`src/hw/rtl/lwpb_pkg.sv`:
```
// Package for the LRU write-back page buffer manager.
// Holds the item types, the controller-to-datapath command struct and the sizing constants.
// No dependencies.
`timescale 1ns / 1ps

package lwpb_pkg;

    localparam int NUM_SLOTS    = 8;
    localparam int BLOCK_BITS   = 9;
    localparam int ADDRESS_BITS = 24;
    localparam int SLOT_W       = $clog2(NUM_SLOTS);
    localparam int BLK_W        = ADDRESS_BITS - BLOCK_BITS;
    localparam int HW_W         = BLK_W + 1;

    typedef struct packed {
        logic                    command;
        logic [ADDRESS_BITS-1:0] address;
    } t_in_item;

    typedef struct packed {
        logic [SLOT_W-1:0]     slot;
        logic [BLOCK_BITS-1:0] offset;
        logic                  hit;
        logic                  write_back;
        logic [BLK_W-1:0]      write_back_block;
        logic                  fill;
    } t_out_item;

    typedef struct packed {
        logic lookup;
        logic update;
    } t_dp_cmd;

endpackage

```
`src/hw/rtl/lwpb_ctrl.sv`:
```
// Controller for the LRU write-back page buffer manager.
// Sequences the lookup and update steps of one item; depends on lwpb_pkg.
`timescale 1ns / 1ps

module lwpb_ctrl
    import lwpb_pkg::*;
(
    input  logic    i_clk,
    input  logic    i_rst_n,
    input  logic    start,
    output logic    busy,
    output t_dp_cmd o_cmd,
    output logic    o_result_valid
);

    typedef enum logic {
        S_IDLE,
        S_UPDATE
    } t_state;

    t_state r_state;
    t_state n_state;
    logic   r_result_valid;
    logic   n_result_valid;

    always_comb begin
        n_state        = r_state;
        n_result_valid = 1'b0;
        case (r_state)
            S_IDLE: begin
                if (start) begin
                    n_state = S_UPDATE;
                end
            end
            S_UPDATE: begin
                n_state        = S_IDLE;
                n_result_valid = 1'b1;
            end
            default: begin
                n_state = S_IDLE;
            end
        endcase
    end

    always_ff @(posedge i_clk) begin
        if (!i_rst_n) begin
            r_state        <= S_IDLE;
            r_result_valid <= 1'b0;
        end else begin
            r_state        <= n_state;
            r_result_valid <= n_result_valid;
        end
    end

    assign busy           = (r_state == S_UPDATE);
    assign o_cmd.lookup   = start && (r_state == S_IDLE);
    assign o_cmd.update   = (r_state == S_UPDATE);
    assign o_result_valid = r_result_valid;

endmodule

```
`src/hw/rtl/lwpb_datapath.sv`:
```
// Datapath for the LRU write-back page buffer manager.
// Holds slot tags, valid, dirty, recency ranks and the high-water mark; depends on lwpb_pkg.
`timescale 1ns / 1ps

module lwpb_datapath
    import lwpb_pkg::*;
(
    input  logic      i_clk,
    input  logic      i_rst_n,
    input  t_dp_cmd   i_cmd,
    input  t_in_item  i_item,
    output t_out_item o_result
);

    // Slot state.
    logic [BLK_W-1:0]  r_block [NUM_SLOTS];
    logic [NUM_SLOTS-1:0] r_valid;
    logic [NUM_SLOTS-1:0] r_dirty;
    logic [SLOT_W-1:0] r_rank  [NUM_SLOTS];
    logic [HW_W-1:0]   r_hw;

    // Lookup results held for the update cycle.
    logic                  r_is_write;
    logic [BLK_W-1:0]      r_blk;
    logic [BLOCK_BITS-1:0] r_ofs;
    logic                  r_hit;
    logic [SLOT_W-1:0]     r_sel;
    logic [SLOT_W-1:0]     r_sel_rank;
    logic                  r_wb;
    logic [BLK_W-1:0]      r_wb_blk;

    t_out_item r_result;

    logic [BLK_W-1:0]      n_blk;
    logic                  n_hit;
    logic [SLOT_W-1:0]     n_hit_slot;
    logic [SLOT_W-1:0]     n_lru_slot;
    logic [SLOT_W-1:0]     n_sel;
    logic                  n_wb;
    logic [HW_W-1:0]       n_hw;
    logic                  n_fill;

    assign n_blk = i_item.address[ADDRESS_BITS-1:BLOCK_BITS];

    // A block is resident in at most one valid slot, so any match will do.
    always_comb begin
        n_hit      = 1'b0;
        n_hit_slot = '0;
        n_lru_slot = '0;
        for (int i = 0; i < NUM_SLOTS; i++) begin
            if (r_valid[i] && (r_block[i] == n_blk)) begin
                n_hit      = 1'b1;
                n_hit_slot = SLOT_W'(i);
            end
            if (r_rank[i] == SLOT_W'(NUM_SLOTS - 1)) begin
                n_lru_slot = SLOT_W'(i);
            end
        end
        n_sel = n_hit ? n_hit_slot : n_lru_slot;
        n_wb  = !n_hit && r_valid[n_lru_slot] && r_dirty[n_lru_slot];
    end

    // The mark is raised before the fill decision of the same item.
    always_comb begin
        n_hw = r_hw;
        if (r_wb && ({1'b0, r_wb_blk} >= r_hw)) begin
            n_hw = {1'b0, r_wb_blk} + HW_W'(1);
        end
        n_fill = !r_hit && ({1'b0, r_blk} < n_hw);
    end

    always_ff @(posedge i_clk) begin
        if (i_cmd.lookup) begin
            r_is_write <= i_item.command;
            r_blk      <= n_blk;
            r_ofs      <= i_item.address[BLOCK_BITS-1:0];
            r_hit      <= n_hit;
            r_sel      <= n_sel;
            r_sel_rank <= r_rank[n_sel];
            r_wb       <= n_wb;
            r_wb_blk   <= n_wb ? r_block[n_lru_slot] : '0;
        end
        if (i_cmd.update) begin
            if (!r_hit) begin
                r_block[r_sel] <= r_blk;
            end
            r_result.slot             <= r_sel;
            r_result.offset           <= r_ofs;
            r_result.hit              <= r_hit;
            r_result.write_back       <= r_wb;
            r_result.write_back_block <= r_wb_blk;
            r_result.fill             <= n_fill;
        end
    end

    always_ff @(posedge i_clk) begin
        if (!i_rst_n) begin
            r_valid <= '0;
            r_dirty <= '0;
            r_hw    <= '0;
            for (int i = 0; i < NUM_SLOTS; i++) begin
                r_rank[i] <= SLOT_W'(i);
            end
        end else if (i_cmd.update) begin
            r_hw           <= n_hw;
            r_valid[r_sel] <= 1'b1;
            // A taken slot was either clean or is written back now.
            r_dirty[r_sel] <= r_is_write || (r_hit && r_dirty[r_sel]);
            for (int i = 0; i < NUM_SLOTS; i++) begin
                if (SLOT_W'(i) == r_sel) begin
                    r_rank[i] <= '0;
                end else if (r_rank[i] < r_sel_rank) begin
                    r_rank[i] <= r_rank[i] + SLOT_W'(1);
                end
            end
        end
    end

    assign o_result = r_result;

endmodule

```
`src/hw/rtl/lru_writeback_page_buffer.sv`:
```
// The result strobe is registered in the result-valid register after the S_UPDATE state.
// Items are taken one at a time: the tag compare at acceptance, then the slot state
// update while busy, when start is ignored; the receiver cannot stall.
// Reset clears slot valid and dirty bits, the recency order and the high-water mark
// at once; slot tags are not cleared and no clearing pass is needed.
// Top level; instantiates lwpb_ctrl and lwpb_datapath, depends on lwpb_pkg.
`timescale 1ns / 1ps

module lru_writeback_page_buffer
    import lwpb_pkg::*;
(
    input  logic      i_clk,
    input  logic      i_rst_n,
    input  logic      start,
    output logic      busy,
    input  t_in_item  i_item,
    output logic      o_result_valid,
    output t_out_item o_result
);

    t_dp_cmd w_cmd;

    lwpb_ctrl u_ctrl (
        .i_clk          (i_clk),
        .i_rst_n        (i_rst_n),
        .start          (start),
        .busy           (busy),
        .o_cmd          (w_cmd),
        .o_result_valid (o_result_valid)
    );

    lwpb_datapath u_datapath (
        .i_clk    (i_clk),
        .i_rst_n  (i_rst_n),
        .i_cmd    (w_cmd),
        .i_item   (i_item),
        .o_result (o_result)
    );

endmodule
```
`config.mk`:
```
export PLATFORM = sky130hd
export DESIGN_NAME = lru_writeback_page_buffer
export DESIGN_NICKNAME = d
export VERILOG_FILES = /design/src/hw/rtl/lwpb_pkg.sv /design/src/hw/rtl/lwpb_ctrl.sv /design/src/hw/rtl/lwpb_datapath.sv /design/src/hw/rtl/lru_writeback_page_buffer.sv
export SDC_FILE = /design/constraint.sdc
export NUM_CORES = 1
export LEC_CHECK = 0
export ABC_AREA = 1
export ABC_CLOCK_PERIOD_IN_PS = 8500
export BUFFER_PORTS_ARGS = -buffer_cell sky130_fd_sc_hd__buf_2
export CAP_MARGIN = 20
export CORE_ASPECT_RATIO = 1.75
export CORE_MARGIN = 1.5
export CORE_UTILIZATION = 45
export CTS_BUF_LIST = sky130_fd_sc_hd__clkbuf_16
export DETAILED_ROUTE_END_ITERATION = 7
export PLACE_DENSITY_LB_ADDON = 0.25
export SLEW_MARGIN = 20
export SYNTH_ARGS = -nofsm -noshare
export SYNTH_HDL_FRONTEND = slang
export SYNTH_SLANG_ARGS = --single-unit
```
`constraint.sdc`:
```
create_clock -name i_clk -period 8.5 [get_ports i_clk]
set_clock_uncertainty 0.15 [all_clocks]
set_input_delay 1.7 -clock i_clk [delete_from_list [all_inputs] [get_ports i_clk]]
set_output_delay 1.7 -clock i_clk [all_outputs]
set_load 0.02 [all_outputs]
```
==> results of run 1 <==
[cells in the mapped netlist (2+ instances only)]
library cell / count
a21oi_1: 67
o21bai_1: 3
ha_1: 61
o22ai_1: 17
a221oi_1: 2
or2_2: 2
xnor2_1: 3
buf_4: 6
nand3_1: 73
xor2_1: 17
a2111oi_0: 5
dfxtp_1: 34
buf_2: 4
nor4_1: 2
edfxtp_1: 222
inv_1: 200
a21oi_2: 10
o21a_1: 4
clkbuf_1: 29
nand2_1: 342
nand4_1: 2
o21ai_2: 2
o31ai_1: 2
nand3b_1: 5
nor2_2: 6
inv_2: 18
o21ai_0: 160
nor3_1: 2
nand2_2: 15
a31oi_1: 3
buf_6: 4
buf_1: 2
nor2_1: 183
nand2_4: 4
o21ai_1: 31
[power by group]
group | switching (mW) | internal (mW) | total [mW]
Sequential | 0.0581 | 1.43 | 1.49
Clock | 0.527 | 0.719 | 1.25
Combinational | 0.370 | 0.157 | 0.526
[routing by layer]
metal  share of wire  vias up
met5               0        -
met4            0.10        0
met3           0.054      194
met2            0.50      489
met1            0.34     5214
li1                -     5286
[critical path: cells and delay by family, from the launching register on]
kind	cells	cell delay, ps
DFF	1	440
AOI/OAI and AO/OA	4	950
buffers and inverters	4	1540
and+or+nand+nor	3	350
adders and majority gates	2	480
[path summary, 6_finish.rpt]
check | from | end | slack [ps] | cells after the start
worst min-delay path | u_datapath.r_ofs[3]$_DFFE_PP_ | u_datapath.o_result[21]$_DFFE_PP_ | 270 | 0
worst max-delay path | u_datapath.r_rank[3][0]$_SDFFCE_PN1P_ | u_datapath.r_wb_blk[6]$_SDFFCE_PN0P_ | 4300 | 13
worst max register to register | u_datapath.r_rank[3][0]$_SDFFCE_PN1P_ | u_datapath.r_wb_blk[6]$_SDFFCE_PN0P_ | 4300 | 13
worst min register to register | u_datapath.r_ofs[3]$_DFFE_PP_ | u_datapath.o_result[21]$_DFFE_PP_ | 270 | 0
[cell usage in the layout, fill, tap and decap left out, types with 4 or more instances in the layout]
cell type and n:
nand2_1 340, edfxtp_1 222, inv_1 202, nor2_1 182, o21ai_0 160, nand3_1 73, a21oi_1 67, ha_1 61
buf_2 59, dfxtp_1 33, o21ai_1 31, clkbuf_16 26, inv_2 18, xor2_1 17, nand2_2 17, o22ai_1 17
buf_4 16, a21oi_2 10, nor2_2 6, nand3b_1 5, a2111oi_0 5, bufinv_16 5, clkinvlp_4 5, o21a_1 4
nand2_4 4, clkinv_4 4
[area by class of cell]
type	count	area, sq um	area share
Sequential cell	256	7350	0.480
Timing Repair Buffer	75	415	0.0271
Clock buffer	26	651	0.0425
Inverter	218	818	0.0534
Tap cell	387	484	0.0316
Multi-Input combinational cell	1034	5320	0.348
Clock inverter	22	274	0.0179
[stage by stage]
| step | hold slack (ps) | cell area (sq um) | power [mW] | setup slack, ps |
|---|---|---|---|---|
| floorplan | 250 | 13700 | 1.85 | 4120 |
| global placement | 250 | 14400 | 2.02 | 4000 |
| detailed placement | 255 | 14400 | 2.03 | 4060 |
| CTS | 278 | 15300 | 3.27 | 4270 |
| global route | 286 | 15300 | 3.38 | 4110 |
| finish | 274 | 15300 | 3.26 | 4300 |
[cells by family (layout without fill, tap and decap cells)]
group / after synthesis / after routing
xor+xnor: 20 / 20
flops: 256 / 256
compound gates: 311 / 311
simple gates: 642 / 642
buf+inv: 264 / 341
fa+ha+maj: 61 / 61
[state kept, by name, indices dropped and copies added (netlist names), 3 cells and up]
register,cells
u_datapath.o_result,30
u_datapath.r_blk,15
u_datapath.r_block,120
u_datapath.r_dirty,8
u_datapath.r_hw,16
u_datapath.r_ofs,9
u_datapath.r_rank,24
u_datapath.r_sel,3
u_datapath.r_sel_rank,3
u_datapath.r_valid,8
u_datapath.r_wb_blk,15
==> flow_metrics.env, run 1 <==
export IMPL_seq_area_frac_synth=0.535
export IMPL_clockRootBuffer="clkbuf_16"
export IMPL_clk_pin_slew_ps=70
export IMPL_netlist_area_sq_um=13700
export IMPL_drive_gt1_frac=0.115
export IMPL_tns_ps=0
export IMPL_synth_edf_count=222
export IMPL_drtIter0Drc=1066
export IMPL_globalRoute_busiestLayer="met2"
export IMPL_synthAdderAreaFrac=0.0556
export IMPL_synth_cell_type_count=47
export IMPL_insertion_delay_ps=570
export IMPL_fin_nets=1700
export IMPL_grtUsageMet2=0.518
export IMPL_globalplace_congestion=1.02
export IMPL_status="finished clean"
export IMPL_min_period_over_period=0.494
export IMPL_grt_use_met3=0.0359
export IMPL_final_util=0.509
export IMPL_drc=0
export IMPL_postRouteAntennaNets=0
export IMPL_antenna_found_initial=0
export IMPL_period_minus_slack_ps=4200
export IMPL_wl_um=45100
export IMPL_dp_cells=1970
export IMPL_setup_violations=0
export IMPL_n_fill_cell=2871
export IMPL_path_common_cell="a21oi_1"
export IMPL_h_tree_depth=1
export IMPL_tightest_slew_ps=854
export IMPL_powerDensity_nw_per_um2=213
export IMPL_synth_top_area_frac=0.486
export IMPL_synth_ff_type="edfxtp_1"
export IMPL_critPathCaptureType="flop"
export IMPL_grt_ovfl_total=0
export IMPL_start_kind="flop"
export IMPL_hold_class="flop to flop"
export IMPL_yosys_warnings=0
export IMPL_fin_cells=2018
export IMPL_slew_viol_final=0
export IMPL_synth_compound_area_share=0.124
export IMPL_synth_seq_cells=256
export IMPL_ir_worst_vdd_uv=150
export IMPL_grt_max_degree=85
export IMPL_num_io_pins=60
export IMPL_cts_tree="built"
export IMPL_clockBufferDepth=3
export IMPL_crit_chain="ha_1 -> ha_1 -> a21oi_1 -> nor2_1 -> o21bai_1 -> nand2_2 -> buf_4 -> inv_1 -> buf_4 -> a21oi_1 -> nor3b_4 -> inv_2 -> a21oi_1"
export IMPL_die_h_um=234
export IMPL_synth_top_family_by_area="simple AND/OR/NAND/NOR gates"
export IMPL_cp_max_fo=84
export IMPL_port_buffers=59
export IMPL_slew_headroom=0.416
export IMPL_post_cts_buffers=0
export IMPL_synthSimpleGateAreaFrac=0.195
export IMPL_via_per_inst=5.54
export IMPL_hpwlAfterDp_um=33200
export IMPL_synthMuxAreaShare=0
export IMPL_leakagePower_nw=6.45
export IMPL_grtUsageMet1=0.295
export IMPL_design_core_area_sq_um=30100
export IMPL_cts_made_buffers=26
export IMPL_grt_pass1_wl_um=66700
export IMPL_syn_area_per_cell_sq_um=8.83
export IMPL_timing_worst_setup_path_type="flop to flop"
export IMPL_rsz0062_at_grt="false"
export IMPL_max_freq_mhz=238
export IMPL_die_w_um=135
export IMPL_synthCells=1554
export IMPL_grt_pass1_vias=11100
export IMPL_initial_utilization=0.457
export IMPL_synthTopCellsByArea="edfxtp_1 49%, nand2_1 9.4%, o21ai_0 5.8%, ha_1 5.6%, inv_1 5.5%"
export IMPL_slowest_delay_ps=490
export IMPL_drtPass1Iterations=6
export IMPL_die_area_sq_um=31600
export IMPL_rows=84
export IMPL_clock_sinks=256
export IMPL_synth_top_area_cell="edfxtp_1"
export IMPL_hold_viol=0
export IMPL_post_cts_resized=0
export IMPL_synth_nets=1643
export IMPL_cp_data_arrival_time_ps=4380
export IMPL_grt_total_usage=0.290
export IMPL_vias=11200
export IMPL_routedWlPerCell_um=22.4
export IMPL_diodes=0
export IMPL_ctsHoldBuffers=0
export IMPL_async_flop_share=0
export IMPL_worstPathRequired_ps=8680
export IMPL_crit_slowest_cell="inv_1"
export IMPL_timing_max_cap_violations=0
export IMPL_synthXorXnorAreaFrac=0.0128
export IMPL_synthToLayoutAreaGrowth_pct=11.6
(Power assumes the default switching activity.)
==> run 2, diff against run 1 <==
--- a/config.mk
+++ b/config.mk
@@ -6,7 +6,7 @@
 export NUM_CORES = 1
 export LEC_CHECK = 0
 export ABC_AREA = 1
-export ABC_CLOCK_PERIOD_IN_PS = 8500
+export ABC_CLOCK_PERIOD_IN_PS = 3850
 export BUFFER_PORTS_ARGS = -buffer_cell sky130_fd_sc_hd__buf_2
 export CAP_MARGIN = 20
 export CORE_ASPECT_RATIO = 1.75
==> constraint.sdc (replaced) <==
create_clock -name i_clk -period 3.85 [get_ports i_clk]
set_clock_uncertainty 0.15 [all_clocks]
set_input_delay 0.77 -clock i_clk [delete_from_list [all_inputs] [get_ports i_clk]]
set_output_delay 0.77 -clock i_clk [all_outputs]
set_load 0.02 [all_outputs]
==> flow_metrics.env, run 2 (synthesized netlist as in run 1, its figures left out) <==
export IMPL_die_w_um=135
export IMPL_drive_gt1_frac=0.117
export IMPL_antenna_found_initial=0
export IMPL_die_area_sq_um=31600
export IMPL_period_minus_slack_ps=3550
export IMPL_largest_reg_flops=120
export IMPL_die_h_um=234
export IMPL_routedWlPerCell_um=23.1
export IMPL_max_freq_mhz=282
export IMPL_wl_um=47000
export IMPL_initial_utilization=0.457
export IMPL_setup_violations=0
export IMPL_grt_pass1_vias=11300
export IMPL_ir_worst_vdd_uv=382
export IMPL_drtPass1Iterations=6
export IMPL_cts_tree="built"
export IMPL_drtIter0Drc=903
export IMPL_grt_pass1_wl_um=68600
export IMPL_grt_ovfl_total=0
export IMPL_slew_viol_final=0
export IMPL_slew_headroom=0.338
export IMPL_seq_area_sq_um=7350
export IMPL_cts_made_buffers=25
export IMPL_fin_cells=2029
export IMPL_synthToLayoutAreaGrowth_pct=11.6
export IMPL_final_common_cell="nand2_1"
export IMPL_hpwlAfterDp_um=34800
export IMPL_via_per_inst=5.57
export IMPL_rsz0062_at_grt="false"
export IMPL_cp_data_arrival_time_ps=3800
export IMPL_insertion_delay_ps=550
export IMPL_timing_worst_setup_path_type="flop to flop"
export IMPL_stdcell_area_sq_um=15300
export IMPL_h_tree_depth=1
export IMPL_num_io_pins=60
export IMPL_worstPathRequired_ps=4110
export IMPL_fin_nets=1712
export IMPL_design_core_area_sq_um=30100
export IMPL_powerDensity_nw_per_um2=456
export IMPL_grt_total_usage=0.303
export IMPL_postRouteAntennaNets=0
export IMPL_clk_pin_slew_ps=70
export IMPL_clockBufferDepth=3
export IMPL_status="finished clean"
export IMPL_multi_input_area_sq_um=5320
export IMPL_start_kind="flop"
export IMPL_timing_max_cap_violations=0
export IMPL_dpl_cell_area_sq_um=14500
export IMPL_port_buffers=59
export IMPL_hold_class="input port to flop"
export IMPL_globalplace_congestion=1.02
export IMPL_leakagePower_nw=6.48
export IMPL_dp_cells=1981
export IMPL_cp_max_fo=15
export IMPL_critPathCaptureType="flop"
export IMPL_tns_ps=0
export IMPL_clock_sinks=256
export IMPL_min_period_over_period=0.921
export IMPL_layout_common_cells="340 x nand2_1, 222 x edfxtp_1, 204 x inv_1, 182 x nor2_1, 160 x o21ai_0"
export IMPL_drc=0
export IMPL_diodes=0
export IMPL_clockRootBuffer="clkbuf_16"
export IMPL_grt_max_degree=59
export IMPL_rows=84
export IMPL_tightest_slew_ps=990
export IMPL_n_fill_cell=2883
export IMPL_hold_viol=0
export IMPL_vias=11300
export IMPL_regMostFlops="u_datapath.r_block"
run 2: cell types whose count changed in the layout (fill, tap and decap cells not counted):
cell        before  now
clkinv_2         3    4
clkbuf_16       26   25
clkinv_8         1    0
clkinv_1         1    6
buf_12           0    2
buf_4           16   27
bufinv_16        5    3
clkinvlp_4       5    2
clkinv_4         4    1
inv_1          202  204
run 2: layout make-up:
class                      count  share of cell area
tap                          387              0.0316
timing repair buffer          88              0.0351
inverter                     218              0.0537
multi-input combinational   1034               0.348
clock buffer                  25              0.0408
clock inverter                21              0.0115
sequential                   256               0.480
run 2: per-layer routing:
metal | up-vias | share of wire | track usage
met5 | - | 0 | 0
met4 | 0 | 0.11 | 0.285
met3 | 217 | 0.053 | 0.0411
met2 | 467 | 0.51 | 0.540
met1 | 5298 | 0.33 | 0.298
li1 | 5313 | - | -
run 2: worst max-delay path, stage by stage (launching register included):
cell and delay (ps):
edfxtp_1 520, ha_1 360, nand2_1 70, nor2_1 40
nor2_1 70, nand2_1 80, nand2_1 60, nand2_1 80
nand2_1 60, nand2_1 100, nand2_1 150, clkinvlp_4 270
buf_4 260, a31oi_1 240, ha_1 300, a21oi_1 130
nor2_1 50, a211oi_1 160, nand2_1 110, a21oi_1 140
run 2: through the flow:
step | hold slack [ps] | power (mW) | utilization | setup slack (ps)
finish | 243 | 6.98 | 0.510 | 304
detailed placement | 255 | 4.54 | 0.482 | 151
global route | 229 | 7.24 | 0.510 | 1.17
CTS | 225 | 6.99 | 0.509 | 132
global placement | 250 | 4.52 | 0.482 | 150
floorplan | 250 | 4.09 | - | 168
run 2: what timing repair did:
| item | in CTS | in global routing |
|---|---|---|
| hold endpoints to repair | 0 | 0 |
| resized for setup | 0 | 1 |
| setup buffers | 0 | 2 |
| setup endpoints to repair | 0 | 1 |
| hold buffers | 0 | 0 |
run 2: power by group:
group,leakage [nW],switching (mW),internal [mW]
combinational,3.74,0.847,0.375
sequential,2.33,0.130,3.16
clock,0.411,1.09,1.38
total,6.48,2.07,4.91
run 2: final timing paths:
| path | slack (ps) | from | end | cells after the start |
|---|---|---|---|---|
| worst max register to register | 300 | u_datapath.r_wb_blk[1]$_SDFFCE_PN0P_ | u_datapath.o_result[0]$_DFFE_PP_ | 19 |
| worst min-delay path | 240 | i_item[7] | u_datapath.r_ofs[7]$_DFFE_PP_ | 1 |
| worst max-delay path | 300 | u_datapath.r_wb_blk[1]$_SDFFCE_PN0P_ | u_datapath.o_result[0]$_DFFE_PP_ | 19 |
| worst min register to register | 270 | u_datapath.r_ofs[8]$_DFFE_PP_ | u_datapath.o_result[26]$_DFFE_PP_ | 0 |
==> run 3, diff against run 2 <==
--- a/config.mk
+++ b/config.mk
@@ -7,7 +7,7 @@
 export LEC_CHECK = 0
 export ABC_AREA = 1
 export ABC_CLOCK_PERIOD_IN_PS = 3850
-export BUFFER_PORTS_ARGS = -buffer_cell sky130_fd_sc_hd__buf_2
+export BUFFER_PORTS_ARGS = -buffer_cell sky130_fd_sc_hd__buf_4
 export CAP_MARGIN = 20
 export CORE_ASPECT_RATIO = 1.75
 export CORE_MARGIN = 1.5
==> flow_metrics.env, run 3 (synthesized netlist as in run 1, its figures left out) <==
export IMPL_start_kind="flop"
export IMPL_worstPathRequired_ps=3990
export IMPL_slew_viol_final=0
export IMPL_grt_pass1_wl_um=67700
export IMPL_drc=0
export IMPL_stdcell_area_sq_um=15600
export IMPL_clk_pin_slew_ps=70
export IMPL_timing_worst_setup_path_type="flop to flop"
export IMPL_timing_max_cap_violations=0
export IMPL_initial_utilization=0.457
export IMPL_hold_class="input port to flop"
export IMPL_drtIter0Drc=925
export IMPL_postRouteAntennaNets=0
export IMPL_n_fill_cell=2849
export IMPL_hpwlAfterDp_um=34300
export IMPL_insertion_delay_ps=550
export IMPL_clockBufferDepth=3
export IMPL_die_area_sq_um=31600
export IMPL_crit_chain="ha_1 -> a21oi_1 -> o21ai_0 -> a21oi_1 -> nand2_1 -> nand2_1 -> clkinvlp_4 -> nand4_1 -> nor2_1 -> a21oi_1 -> inv_1 -> ha_1 -> inv_1 -> nor4_2 -> a21oi_1"
export IMPL_path_common_cell="a21oi_1"
export IMPL_slew_headroom=0.415
export IMPL_globalplace_congestion=1.02
export IMPL_leakagePower_nw=6.55
export IMPL_num_io_pins=60
export IMPL_rows=84
export IMPL_dp_cells=1981
export IMPL_tightest_slew_ps=876
export IMPL_period_minus_slack_ps=3570
export IMPL_crit_slowest_cell="edfxtp_1"
export IMPL_clock_sinks=256
export IMPL_grt_ovfl_total=0
export IMPL_ir_worst_vdd_uv=387
export IMPL_status="finished clean"
export IMPL_seq_area_sq_um=7350
export IMPL_diodes=0
export IMPL_multi_input_area_sq_um=5340
export IMPL_port_buffers=59
export IMPL_vias=11300
export IMPL_cts_made_buffers=26
export IMPL_final_common_cell="nand2_1"
export IMPL_setup_violations=0
export IMPL_ctsHoldBuffers=0
export IMPL_hold_viol=0
export IMPL_max_freq_mhz=280
export IMPL_die_w_um=135
export IMPL_cts_tree="built"
export IMPL_routedWlPerCell_um=22.8
export IMPL_clockRootBuffer="clkbuf_16"
export IMPL_cp_max_fo=16
export IMPL_regMostFlops="u_datapath.r_block"
export IMPL_critPathCaptureType="flop"
export IMPL_tns_ps=0
export IMPL_design_core_area_sq_um=30100
export IMPL_grt_total_usage=0.297
export IMPL_fin_cells=2029
export IMPL_h_tree_depth=1
export IMPL_min_period_over_period=0.928
export IMPL_die_h_um=234
export IMPL_layout_common_cells="340 x nand2_1, 222 x edfxtp_1, 200 x inv_1, 182 x nor2_1, 160 x o21ai_0"
export IMPL_largest_reg_flops=120
export IMPL_cp_data_arrival_time_ps=3710
export IMPL_wl_um=46400
export IMPL_fin_nets=1711
export IMPL_crit_family="simple AND/OR/NAND/NOR gates"
export IMPL_grt_max_degree=38
export IMPL_path_buf_inv=3
export IMPL_antenna_found_initial=1
export IMPL_via_per_inst=5.55
export IMPL_slowest_delay_ps=490
export IMPL_synthToLayoutAreaGrowth_pct=13.4
export IMPL_drtPass1Iterations=6
export IMPL_powerDensity_nw_per_um2=467
export IMPL_drive_gt1_frac=0.119
export IMPL_dpl_cell_area_sq_um=14600
export IMPL_grt_pass1_vias=11300
run 3: report_power, final:
group          leakage [nW]  internal (mW)  switching (mW)
Clock                 0.449           1.61            1.14
Combinational          3.77          0.390           0.848
Sequential             2.33           3.16           0.126
Total                  6.55           5.16            2.11
run 3: timing repair:
action / 4_1_cts / 5_1_grt
resized for setup: 1 / 2
buffers inserted: 0 / 0
endpoints found under the setup margin: 1 / 1
pin swaps: 0 / 0
run 3: layer usage:
layer	track usage	share of wire
met5	0	0.00028
met4	0.253	0.10
met3	0.0413	0.055
met2	0.540	0.51
met1	0.293	0.33
run 3: stage by stage:
step | setup slack, ps | total power, mW | hold slack, ps | util
global placement | 91.1 | 4.52 | 251 | 0.487
floorplan | 168 | 4.09 | 250 | -
finish | 277 | 7.27 | 248 | 0.518
CTS | 151 | 7.29 | 232 | 0.517
detailed placement | -0.0770 | 4.55 | 255 | 0.487
global route | -6.71 | 7.55 | 230 | 0.518
run 3: path summary, 6_finish.rpt:
check        cells past startpoint                                 to                                 start  slack, ps
min                              1      u_datapath.r_ofs[3]$_DFFE_PP_                             i_item[3]        250
min reg2reg                      0  u_datapath.o_result[22]$_DFFE_PP_         u_datapath.r_ofs[4]$_DFFE_PP_        270
max                             15   u_datapath.o_result[0]$_DFFE_PP_  u_datapath.r_wb_blk[9]$_SDFFCE_PN0P_        280
max reg2reg                     15   u_datapath.o_result[0]$_DFFE_PP_  u_datapath.r_wb_blk[9]$_SDFFCE_PN0P_        280
run 3: area by class of cell:
cell class                      instances  area share
Inverter                              218      0.0528
Sequential cell                       256       0.472
Clock inverter                         21      0.0154
Tap cell                              387      0.0311
Multi-Input combinational cell       1034       0.343
Clock buffer                           27      0.0434
Timing Repair Buffer                   86      0.0423
run 3: worst register-to-register path, delay by kind of cell (launching register included):
| family | cells | cell delay [ps] |
|---|---|---|
| and+or+nand+nor | 5 | 940 |
| AOI/OAI and AO/OA | 5 | 710 |
| DFF | 1 | 490 |
| buffers and inverters | 3 | 400 |
| adders and majority gates | 2 | 630 |
